--- src/design/assert_macros.svh ---
// assertion helpers shared by the design files
// each macro expects clk and rst_n in the enclosing module
`ifndef ASSERT_MACROS_SVH
`define ASSERT_MACROS_SVH

// same-cycle implication
`define CHK_IMPLY(label, ante, cons, msg) \
    label: assert property (@(posedge clk) disable iff (!rst_n) (ante) |-> (cons)) \
        else $error(msg);

// next-cycle implication
`define CHK_NEXT(label, ante, cons, msg) \
    label: assert property (@(posedge clk) disable iff (!rst_n) (ante) |=> (cons)) \
        else $error(msg);

`endif

--- src/design/gld_pkg.sv ---
`timescale 1ns / 1ps
// ----------------------------------------------------------------------------
// gld_pkg
// Shared widths, register map and reset values of the grid line coverage block.
// ----------------------------------------------------------------------------
package gld_pkg;

    localparam int COORD_W = 32;
    localparam int CELL_W  = 31;
    localparam int DATA_W  = 32;
    localparam int ADDR_W  = 3;

    localparam logic [CELL_W-1:0] CELL_MAX   = '1;
    localparam logic [CELL_W-1:0] CELL_RESET = CELL_W'(65536);
    localparam logic [CELL_W-1:0] CELL_EPS   = CELL_W'(1);

    // register index taken from paddr[2]
    localparam logic REG_CELL_SIZE = 1'b0;

endpackage

--- src/design/gld_axis.sv ---
`timescale 1ns / 1ps
// ----------------------------------------------------------------------------
// gld_axis
// Per-axis stage between the dividers: floor correction and saturation of the
// cell coordinate, distance to the nearest boundary, clamped footprint.
// ----------------------------------------------------------------------------
`include "assert_macros.svh"

module gld_axis #(
    parameter int F = 16
) (
    input  logic                            clk,
    input  logic                            rst_n,
    input  logic                            en,
    input  logic                            in_valid,
    input  logic                            sign,
    input  logic [gld_pkg::COORD_W+F-1:0]   qc,
    input  logic [gld_pkg::CELL_W-1:0]      rc,
    input  logic [gld_pkg::COORD_W+F-1:0]   qd,
    output logic                            out_valid,
    output logic [2*F-1:0]                  numer,
    output logic [gld_pkg::CELL_W-1:0]      denom
);

    localparam int NW = gld_pkg::COORD_W + F;
    localparam logic [F-1:0] HALF = F'(1) << (F - 1);

    logic [NW:0]                   qn;
    logic                          sat_p;
    logic                          sat_n;
    logic                          sat_d;
    logic [F-1:0]                  lo;
    logic [F-1:0]                  fr;
    logic [F-1:0]                  bdist;
    logic [gld_pkg::CELL_W-1:0]    dqv;
    logic                          valid_reg;
    logic [2*F-1:0]                numer_reg;
    logic [gld_pkg::CELL_W-1:0]    denom_reg;
    logic [2*F-1:0]                numer_next;
    logic [gld_pkg::CELL_W-1:0]    denom_next;

    always_comb
    begin
        qn    = {1'b0, qc} + (NW+1)'(|rc);
        sat_p = |qc[NW-1:31];
        sat_n = (|qn[NW:32]) || (qn[31] && (|qn[30:0]));
        if (sign)
        begin
            lo = sat_n ? '0 : F'((~qn[F-1:0]) + F'(1));
        end
        else
        begin
            lo = sat_p ? '1 : qc[F-1:0];
        end
        fr    = lo - HALF;
        bdist = (fr >= HALF) ? (fr - HALF) : (HALF - fr);
        numer_next = {bdist, F'(0)};

        sat_d = |qd[NW-1:31];
        dqv   = sat_d ? gld_pkg::CELL_MAX : qd[gld_pkg::CELL_W-1:0];
        denom_next = (dqv == '0) ? gld_pkg::CELL_EPS : dqv;
    end

    always_ff @(posedge clk or negedge rst_n)
    begin
        if (!rst_n)
        begin
            valid_reg <= 1'b0;
        end
        else if (en)
        begin
            valid_reg <= in_valid;
        end
    end

    always_ff @(posedge clk)
    begin
        if (en)
        begin
            numer_reg <= numer_next;
            denom_reg <= denom_next;
        end
    end

    assign out_valid = valid_reg;
    assign numer     = numer_reg;
    assign denom     = denom_reg;

    `CHK_IMPLY(a_dist_half, valid_reg, numer_reg[2*F-1:F] <= HALF,
        "boundary distance above half a cell")
    `CHK_IMPLY(a_denom_nz, valid_reg, denom_reg != '0, "footprint divisor is zero")

endmodule

--- config.mk ---
export PLATFORM = sky130hd
export DESIGN_NAME = gld_axis
export DESIGN_NICKNAME = d
export VERILOG_FILES = /design/src/design/gld_pkg.sv /design/src/design/gld_axis.sv
export VERILOG_INCLUDE_DIRS = /design/src /design/src/design
export SDC_FILE = /design/constraint.sdc
export NUM_CORES = 1
export LEC_CHECK = 0
export CAP_MARGIN = 20
export CORE_MARGIN = 5
export CORE_UTILIZATION = 40
export DETAILED_ROUTE_END_ITERATION = 8
export DONT_BUFFER_PORTS = 1
export HOLD_SLACK_MARGIN = 0.08
export PLACE_DENSITY = 0.57
export SLEW_MARGIN = 10
export SYNTH_ARGS = -nofsm -noshare
export SYNTH_HDL_FRONTEND = slang
export SYNTH_SLANG_ARGS = --single-unit
--- constraint.sdc ---
create_clock -name clk -period 0.8 [get_ports clk]
set_clock_uncertainty 0.15 [all_clocks]
set_input_delay 0.04 -clock clk [delete_from_list [all_inputs] [get_ports clk]]
set_output_delay 0.04 -clock clk [all_outputs]
set_load 0.005 [all_outputs]
==> out/results.tsv, run 1 <==
stage	metric	value	unit
final_layout	area of the multi-input gates	0.003870	mm²
route	Final ANT Viol Nets	0	
flow_run	Max-Cap Viols	0	
hold_path	Hold Crit Class	in2reg	
worst_setup_path	WP data required	0.69	ns
timing	final hold vios	79	
grt	initial antenna violation count	0	
route	DRT Pass-1 Iters	5	
final_layout	final net count	827	
synth	Netlist cell types	76	
synth	Avg Inst Size Synth	8.381	µm²
die	num ports	196	
route	Post-Route WL	16720	µm
worst_setup_path	Setup crit start kind	primary input	
placement	dpl cell area	0.005853	mm²
timing	worst setup margin	-3.158	ns
die	Cell Rows	40	
synth	top_reg_cell synth	edfxtp_1	
grt	gr ovfl total	0	
die	Die Width	119.7	µm
clock_network	CTS tree	yes	
synth	Post-synth EDFFs	47	
grt	pin count of the biggest net entering global routing	49	
placement	pre-CTS WS	-3.846	ns
clock_network	total CTS buffers	5	
run_status	status	finished, violations left	
placement	Post-Place Cells	805	
worst_setup_path	Top delay family on crit path	simple AND/OR/NAND/NOR gates	
final_layout	Largest register FFs	31	
synth	sequential element share of the synthesized area	0.2986	
die	DIE HEIGHT	119.7	µm
power_and_ir_drop	Worst IR Drop VDD	0.7286	mV
clock_network	CTS root buf	clkbuf_16	
worst_setup_path	CP Depth	20	
final_layout	n_diodes	0	
route	# DRC	0	
worst_setup_path	CP Capture Type	register	
placement	port bufs	0	
timing	fin. max-slew vios	0	
grt	All-Layer GR Usage	0.2157	
synth	YS warnings	0	
timing	crit path time final	3.958	ns
final_layout	P&R area growth vs syn	44.63	%
worst_setup_path	R2R cell count	1	
final_layout	final cell count without fillers	839	
final_layout	fill cell count	1051	
final_layout	post-route cell area	0.006958	mm²
worst_setup_path	crit path cell chain	nor4_4, and4_1, nand4_1, ha_4, ha_4, and3_4, nand4_4, or4_4, or3_4, o21ai_2, or4b_4, or2_4, o22ai_4, inv_2, ha_4, o21ai_2, nor2_1, o31a_1, a31oi_1, xor2_1	
timing	FMAX	252.7	MHz
route	Vias per Instance	6.147	
synth	Post-Syn Area	0.004811	mm²
final_layout	register area	0.001436	mm²
clock_network	clock slew at reported path FFs	0.06	ns
worst_setup_path	Worst Path Arrival	3.85	ns
worst_setup_path	Critical Path Slowest Stage Cell	or4b_4	
clock_network	# H-tree levels	2	
grt	vias in the first global route	4996	
run_status	failing checks	negative hold slack, negative setup slack	
placement	Detail Placement HPWL	12690	µm
die	die area	0.01432	mm²
placement	RePlAce Congestion	0.9545	
worst_setup_path	critical path peak fanout	4	
clock_network	clock tree buffer depth	2	
synth	FFs w/ async S/R, synth	0.02083	
timing	RSZ-0062 raised after global routing	yes	
worst_setup_path	CP dominant cell by count	ha_4	
clock_network	CTS sink cnt	48	
worst_setup_path	CP peak stage delay	0.51	ns
power_and_ir_drop	total power	7.384	mW
final_layout	layout cell share with drive strength beyond 1	0.4061	
power_and_ir_drop	P_leak	2.438	nW
timing	Hold WS	-0.2875	ns
route	Iteration-0 DRC Markers	317	
timing	period utilization	4.947	
timing	Worst slew margin	0.6478	
worst_setup_path	critical setup path kind	in2reg	
die	Initial Util	0.4039	
synth	#FFs+latches synth	48	
timing	worst-margin pin slew	0.5246	ns
timing	final setup fails	96	
hold_path	hold path depth	0	
die	core area	0.01191	mm²
worst_setup_path	CP bufs+invs	1	
route	Vias	5157	
power_and_ir_drop	Power Density	1061	mW/mm²
clock_network	worst-skew pair later-pin latency	0.29	ns
route	WL/cell	19.93	µm
synth	post-synthesis instance total	574	
grt	first-pass GRT wire length	25360	µm
==> layer usage <==
layer / part of all wire / vias up / GRT usage
met5: 0 / - / 0
met4: 0.024 / 0 / 0.07659
met3: 0.075 / 26 / 0.04194
met2: 0.50 / 245 / 0.3701
met1: 0.41 / 2461 / 0.2701
li1: - / 2425 / -
==> power by group <==
group	internal, mW	switching [mW]
registers	2.97	0.103
logic	0.893	0.714
clock network	1.80	0.904
total	5.66	1.72
==> path summary, 6_finish.rpt <==
kind                                        from                endpoint  slack [ns]
max reg2reg                out_valid$_DFFE_PN0P_   out_valid$_DFFE_PN0P_       -0.11
min                                           en  denom[7]$_SDFFCE_PN0P_       -0.29
max in group asynchronous                  rst_n   out_valid$_DFFE_PN0P_        0.05
min in group asynchronous                  rst_n   out_valid$_DFFE_PN0P_        0.35
max                                       rc[11]     numer[28]$_DFFE_PP_       -3.16
min reg2reg                out_valid$_DFFE_PN0P_   out_valid$_DFFE_PN0P_        0.39
==> area by class of cell <==
| cell class | count | area share |
|---|---|---|
| repair buffers | 148 | 0.1771 |
| clock inverters | 3 | 0.009890 |
| inverters | 11 | 0.005934 |
| flip-flops and latches | 48 | 0.2064 |
| multi-input cells | 477 | 0.5562 |
| well taps | 147 | 0.02643 |
| clock buffers | 5 | 0.01798 |
==> per-stage QoR <==
| step | hold WS (ns) | util | TNS [ns] |
|---|---|---|---|
| floorplan | -0.4056 | - | -72.58 |
| CTS | -0.2939 | 0.5570 | -65.05 |
| finish | -0.2875 | 0.5841 | -63.88 |
| global placement | -0.4056 | 0.4914 | -79.82 |
| global route | -0.3051 | 0.5841 | -68.57 |
| detailed placement | -0.4056 | 0.4914 | -80.01 |
==> repair_timing <==
action | 4_1_cts | 5_1_grt
pin swaps | 29 | 28
hold buffers | 2 | 4
endpoints found under the setup margin | 96 | 96
gates resized for setup | 79 | 47
setup buffers | 12 | 8
hold endpoints to repair | 89 | 87
cloned | 3 | 0
==> kinds of logic after synthesis <==
family                     synth area share
xor gates and xnor gates            0.06736
buffers and inverters               0.07334
adders and majority gates           0.01040
and+or+nand+nor                      0.3459
other                             0.0007795
muxes                               0.02159
DFF                                  0.2986
AOI/OAI and AO/OA                    0.1821
==> cell usage after synthesis, types with 5 or more instances <==
cell type	number	area, µm²
and4_1	9	78.83
nand2_1	29	108.9
xor2_1	15	131.4
xnor2_1	22	192.7
clkbuf_1	21	78.83
inv_1	10	37.54
o21a_1	6	45.04
nand4_1	30	187.7
nor3_1	27	135.1
o22ai_1	5	31.28
o21ai_0	22	110.1
buf_4	20	150.1
or3_1	12	75.07
a211oi_1	8	60.06
a21oi_1	23	115.1
and2_1	5	31.28
nand3_1	17	85.08
o31ai_1	5	37.54
edfxtp_1	47	1411
o211ai_1	6	45.04
nor2_1	45	168.9
buf_2	6	30.03
a31oi_1	10	62.56
or4_1	6	45.04
nor4_1	39	244.0
and3_1	12	75.07
nand2b_1	31	193.9
mux2i_1	7	70.07
==> layout by cell type (no fill, tap or decap), types with 6 or more instances in the layout <==
cell           instances
or3_4                  6
buf_4                124
nor4_4                 6
dlygate4sd3_1          6
or3_1                  6
buf_6                 13
o21a_1                 6
inv_1                  8
xor2_1                14
o211ai_1               6
or4_4                  6
mux2i_1                6
nand2_1               28
nor3_1                24
a21oi_1               21
o21ai_2                7
nand2b_4              24
nor2_1                41
and4_1                 9
edfxtp_1              47
o21ai_0               15
nand3_1               15
nand4_1               30
xnor2_1               18
and3_1                10
nor4_1                27
conb_1                16
nor4_2                 6
nand2b_1               7
(Power assumes the default switching activity.)
==> inputs of run 2 (changes only) <==
Settings changed: PLACE_DENSITY 0.57 to 0.55.
Clock period 0.8 ns to 3.67 ns, I/O delays scaled along.
==> run 2 against run 1 <==
Against the previous run:
- the flow finishes with violations (negative setup slack)
- via count fell by 2.3%
- design area fell by 4.4%
- sequential share of layout area rose by 0.95 points
- largest power group unchanged
- register-to-register slack better by 2.9 ns
- sequential cell count did not move
- clock-buffer cell count unchanged
- combinational power is 78% lower
- routed wire length shrank 4.0%
- clock power down 81%
- largest cell class unchanged
- sequential power fell by 78%
==> out/results.tsv, run 2 (synthesis gave the netlist of run 1 again) <==
stage	metric	value	unit
final_layout	commonest non-fill, non-tap cell in the layout	buf_4	
grt	gr ovfl total	0	
worst_setup_path	Worst Path Arrival	3.97	ns
route	Vias per Instance	6.020	
worst_setup_path	Critical Path End	numer[28]$_DFFE_PP_	
timing	fin. max-slew vios	0	
worst_setup_path	Top delay family on crit path	simple AND/OR/NAND/NOR gates	
worst_setup_path	CP peak stage delay	0.53	ns
grt	first-pass GRT wire length	25230	µm
route	DRT Pass-1 Iters	5	
die	Initial Util	0.4039	
clock_network	CTS tree	yes	
die	DIE HEIGHT	119.7	µm
placement	RePlAce Congestion	0.9185	
die	Die Width	119.7	µm
power_and_ir_drop	P_leak	2.202	nW
worst_setup_path	crit path cell chain	nor4_2, and4_1, nand4_1, ha_4, nand4_1, or3_4, or4_4, a211oi_2, nand4_1, or4b_4, buf_6, nor2_2, a31oi_4, ha_4, o21ai_2, nor2_1, o31a_1, a31oi_1, xor2_1	
final_layout	commonest cells after routing, fill and taps aside	buf_4 (100), edfxtp_1 (47), nor2_1 (43), dlygate4sd3_1 (34), nor4_1 (32)	
final_layout	register area	0.001436	mm²
power_and_ir_drop	Power Density	230.7	mW/mm²
die	die area	0.01432	mm²
timing	Worst slew margin	0.5269	
die	num ports	196	
grt	pin count of the biggest net entering global routing	49	
worst_setup_path	CP dominant cell by count	nand4_1	
route	Vias	5039	
worst_setup_path	Critical Path Slowest Stage Cell	or4_4	
route	Iteration-0 DRC Markers	285	
worst_setup_path	CP bufs+invs	1	
clock_network	clock slew at reported path FFs	0.06	ns
timing	RSZ-0062 raised after global routing	yes	
timing	final setup fails	15	
grt	All-Layer GR Usage	0.2132	
final_layout	P&R area growth vs syn	38.26	%
run_status	failing checks	negative setup slack	
run_status	status	finished, violations left	
final_layout	layout cell share with drive strength beyond 1	0.3058	
worst_setup_path	R2R cell count	1	
grt	initial antenna violation count	0	
worst_setup_path	Reg2Reg Setup Slack	2.75	ns
route	WL/cell	19.18	µm
clock_network	total CTS buffers	5	
clock_network	clock tree buffer depth	2	
worst_setup_path	WP data required	3.55	ns
route	Post-Route WL	16060	µm
power_and_ir_drop	Worst IR Drop VDD	0.1769	mV
clock_network	CTS root buf	clkbuf_16	
timing	final hold vios	0	
grt	vias in the first global route	4894	
timing	period utilization	1.114	
route	Final ANT Viol Nets	0	
final_layout	final net count	825	
worst_setup_path	Worst R2R Start	out_valid$_DFFE_PN0P_	
die	Cell Rows	40	
final_layout	area of the multi-input gates	0.003580	mm²
power_and_ir_drop	total power	1.534	mW
worst_setup_path	FF-to-FF End	out_valid$_DFFE_PN0P_	
timing	worst-margin pin slew	0.7063	ns
timing	FMAX	244.6	MHz
timing	setup TNS	-4.613	ns
die	core area	0.01191	mm²
final_layout	fill cell count	1073	
worst_setup_path	Setup crit start	rc[7]	
worst_setup_path	CP Depth	19	
clock_network	# H-tree levels	2	
flow_run	Max-Cap Viols	0	
final_layout	n_diodes	0	
timing	worst setup margin	-0.4183	ns
placement	port bufs	0	
worst_setup_path	critical path peak fanout	4	
final_layout	Largest register FFs	31	
route	# DRC	0	
worst_setup_path	critical setup path kind	in2reg	
placement	Detail Placement HPWL	12210	µm
hold_path	Hold Crit Class	in2reg	
timing	crit path time final	4.088	ns
worst_setup_path	Setup crit start kind	primary input	
clock_network	CTS sink cnt	48	
worst_setup_path	CP Capture Type	register	
clock_network	worst-skew pair later-pin latency	0.28	ns
[run 2: layout make-up]
| type | count | share of cell area |
|---|---|---|
| inverters | 11 | 0.006208 |
| clock inverters | 3 | 0.006960 |
| flip-flops and latches | 48 | 0.2160 |
| multi-input cells | 477 | 0.5382 |
| repair buffers | 146 | 0.1862 |
| clock buffers | 5 | 0.01881 |
| well taps | 147 | 0.02765 |
[run 2: per-stage QoR]
step / instances / setup slack (ns) / hold WS, ns / util / area (µm²)
after detailed placement: 780 / -1.075 / -0.2621 / 0.4708 / 5608
after CTS: 833 / -0.4277 / 0.08076 / 0.5425 / 6462
final: 837 / -0.4183 / 0.07655 / 0.5584 / 6651
after floorplan: 589 / -0.9512 / -0.2621 / - / 5020
after global routing: 837 / -0.5942 / 0.1007 / 0.5584 / 6651
after global placement: 780 / -0.9698 / -0.2621 / 0.4708 / 5608
[run 2: worst min-delay path by stage]
stage	from	to	slack [ns]	cells after the start
after global placement	rst_n	out_valid$_DFFE_PN0P_	-0.26	0
after detailed placement	rst_n	out_valid$_DFFE_PN0P_	-0.26	0
final	sign	numer[28]$_DFFE_PP_	0.08	2
after global routing	sign	numer[28]$_DFFE_PP_	0.10	2
after CTS	qc[13]	numer[29]$_DFFE_PP_	0.08	2
after floorplan	rst_n	out_valid$_DFFE_PN0P_	-0.26	0
[run 2: per-layer routing]
layer	wire length, µm	up-vias	global-route usage
met1	6791	2395	0.2829
li1	-	2417	-
met4	240	0	0.06013
met3	1220	15	0.03582
met2	7805	212	0.3581
met5	0	-	0
[run 2: power by group]
part           switching, mW  internal [mW]
clock                  0.186          0.323
sequential            0.0234          0.647
combinational          0.163          0.192
total                  0.372           1.16
[run 2: what timing repair did]
item                                    in CTS  in global routing
endpoints found under the setup margin      15                 15
pin swaps                                   39                 26
setup buffers                               11                  5
hold buffers                                35                  0
gates cloned                                 0                  0
gates resized for setup                     51                 31
hold endpoints to repair                    80                  0
==> inputs of run 3 (changes only) <==
Settings changed: CORE_MARGIN 5 to default.
==> run 3 against run 2 <==
Against the previous run:
- sequential share of layout area decreased by 0.42 points
- worst hold slack better by 0.034 ns
- register-to-register slack barely moved
- critical endpoint is now numer[30]$_DFFE_PP_
- largest cell class unchanged
- largest power group unchanged
- the flow finishes with violations (design-rule violations, negative setup slack)
- clock-buffer cell count unchanged
==> out/results.tsv, run 3 (synthesis gave the netlist of run 1 again) <==
stage	metric	value	unit
worst_setup_path	Setup crit start	rc[23]	
grt	All-Layer GR Usage	0.2412	
power_and_ir_drop	P_leak	2.308	nW
final_layout	final cell count without fillers	845	
power_and_ir_drop	Worst IR Drop VDD	0.1945	mV
final_layout	commonest cells after routing, fill and taps aside	buf_4 (108), edfxtp_1 (47), nor2_1 (40), dlygate4sd3_1 (37), nor4_1 (32)	
die	Initial Util	0.4160	
route	Vias per Instance	6.093	
route	# DRC	18	
power_and_ir_drop	Power Density	226.6	mW/mm²
hold_path	hold path depth	1	
worst_setup_path	CP peak stage delay	0.51	ns
timing	final setup fails	15	
worst_setup_path	CP Capture Type	register	
run_status	failing checks	design-rule violations, negative setup slack	
final_layout	Largest register FFs	31	
placement	Post-Place Cells	779	
timing	worst setup margin	-0.4472	ns
clock_network	CTS root buf	clkbuf_16	
clock_network	total CTS buffers	5	
worst_setup_path	critical setup path kind	in2reg	
worst_setup_path	Setup crit start kind	primary input	
timing	RSZ-0062 raised after global routing	yes	
die	Die Width	111.7	µm
grt	first-pass GRT wire length	24470	µm
final_layout	P&R area growth vs syn	41.01	%
final_layout	layout cell share with drive strength beyond 1	0.3248	
final_layout	n_diodes	0	
worst_setup_path	critical path peak fanout	4	
die	Cell Rows	39	
run_status	status	finished, violations left	
grt	pin count of the biggest net entering global routing	49	
clock_network	# H-tree levels	2	
worst_setup_path	crit path cell chain	or4_4, nor4_2, nand4_1, ha_4, ha_4, and3_4, or3_4, a2111oi_4, and2_4, mux2_4, mux2_4, a31o_4, a32o_2, a31oi_1, xnor2_1	
route	Vias	5149	
grt	initial antenna violation count	0	
timing	Worst slew margin	0.6025	
grt	gr ovfl total	0	
die	DIE HEIGHT	111.7	µm
route	Iteration-0 DRC Markers	439	
worst_setup_path	Reg2Reg Setup Slack	2.76	ns
final_layout	commonest non-fill, non-tap cell in the layout	buf_4	
worst_setup_path	FF-to-FF End	out_valid$_DFFE_PN0P_	
route	WL/cell	18.30	µm
flow_run	Max-Cap Viols	0	
hold_path	HP Start	en	
die	die area	0.01247	mm²
placement	dpl cell area	0.005625	mm²
hold_path	Hold Crit Class	in2reg	
clock_network	clock tree buffer depth	2	
worst_setup_path	Worst R2R Start	out_valid$_DFFE_PN0P_	
placement	RePlAce Congestion	0.9059	
worst_setup_path	Critical Path Slowest Stage Cell	or4_4	
placement	Detail Placement HPWL	11490	µm
final_layout	fill cell count	987	
worst_setup_path	Worst Path Arrival	4.00	ns
placement	pre-CTS WS	-1.107	ns
hold_path	Hold EP	denom[10]$_SDFFCE_PN0P_	
timing	final hold vios	0	
clock_network	CTS sink cnt	48	
timing	fin. max-slew vios	0	
timing	worst-margin pin slew	0.5941	ns
timing	FMAX	242.9	MHz
die	num ports	196	
clock_network	CTS tree	yes	
route	Post-Route WL	15460	µm
final_layout	final net count	837	
clock_network	worst-skew pair later-pin latency	0.28	ns
timing	period utilization	1.122	
grt	vias in the first global route	4929	
die	core area	0.01156	mm²
final_layout	Layout Utilization	0.5866	
clock_network	clock slew at reported path FFs	0.06	ns
timing	crit path time final	4.117	ns
placement	port bufs	0	
worst_setup_path	R2R cell count	1	
worst_setup_path	WP data required	3.55	ns
final_layout	post-route cell area	0.006784	mm²
route	DRT Pass-1 Iters	7	
route	Final ANT Viol Nets	0	
run 3: changes by cell type in the layout (fill, tap and decap cells not counted), sizes merged:
cell	change
buf	+9
clkinv	+2
clkinvlp	-1
dlygate4sd3	+3
inv	-1
run 3: worst max path at each step:
| stage | cells after the start | to | slack, ns |
|---|---|---|---|
| finish | 15 | numer[30]$_DFFE_PP_ | -0.45 |
| global route | 22 | numer[24]$_DFFE_PP_ | -0.59 |
| CTS | 15 | numer[30]$_DFFE_PP_ | -0.44 |
| detailed placement | 16 | numer[28]$_DFFE_PP_ | -1.11 |
| global placement | 16 | numer[28]$_DFFE_PP_ | -1.09 |
| floorplan | 24 | numer[28]$_DFFE_PP_ | -0.95 |
run 3: through the flow:
step / TNS, ns / hold slack (ns) / total power, mW
after floorplan: -12.01 / -0.2621 / 0.8895
after CTS: -4.864 / 0.1147 / 1.522
final: -5.178 / 0.1102 / 1.537
after global placement: -15.78 / -0.2621 / 0.9441
after global routing: -7.073 / 0.1209 / 1.597
after detailed placement: -16.11 / -0.2621 / 0.9466
run 3: timing repair:
action / CTS / global route
pin swaps: 38 / 15
endpoints found under the setup margin: 15 / 15
setup buffers: 11 / 9
hold endpoints to repair: 83 / 0
hold buffers: 38 / 0
gates resized for setup: 63 / 30
run 3: area by class of cell:
| class | count | area (µm²) | share of cell area |
|---|---|---|---|
| multi-input cells | 477 | 3611 | 0.5323 |
| inverters | 11 | 41.29 | 0.006086 |
| well taps | 143 | 178.9 | 0.02637 |
| clock buffers | 5 | 125.1 | 0.01844 |
| repair buffers | 158 | 1349 | 0.1988 |
| flip-flops and latches | 48 | 1436 | 0.2117 |
| clock inverters | 3 | 42.54 | 0.006271 |
run 3: worst max-delay path, delay by kind of cell:
kind / cells / cell delay, ns
compound gates: 4 / 1.09
mux: 2 / 0.57
fa+ha+maj: 2 / 0.42
xor+xnor: 1 / 0.09
simple gates: 6 / 1.64
run 3: where the power goes:
group          switching, mW  total, mW  leakage (nW)  internal, mW
Combinational          0.166      0.364          1.75         0.198
Sequential            0.0224      0.670         0.481         0.647
Clock                  0.184      0.504        0.0814         0.320
run 3: layer usage:
layer / wire length [µm] / global-route usage
met1: 6592 / 0.3100
met2: 7477 / 0.4128
met3: 1042 / 0.03484
met4: 350 / 0.08288
met5: 0 / 0
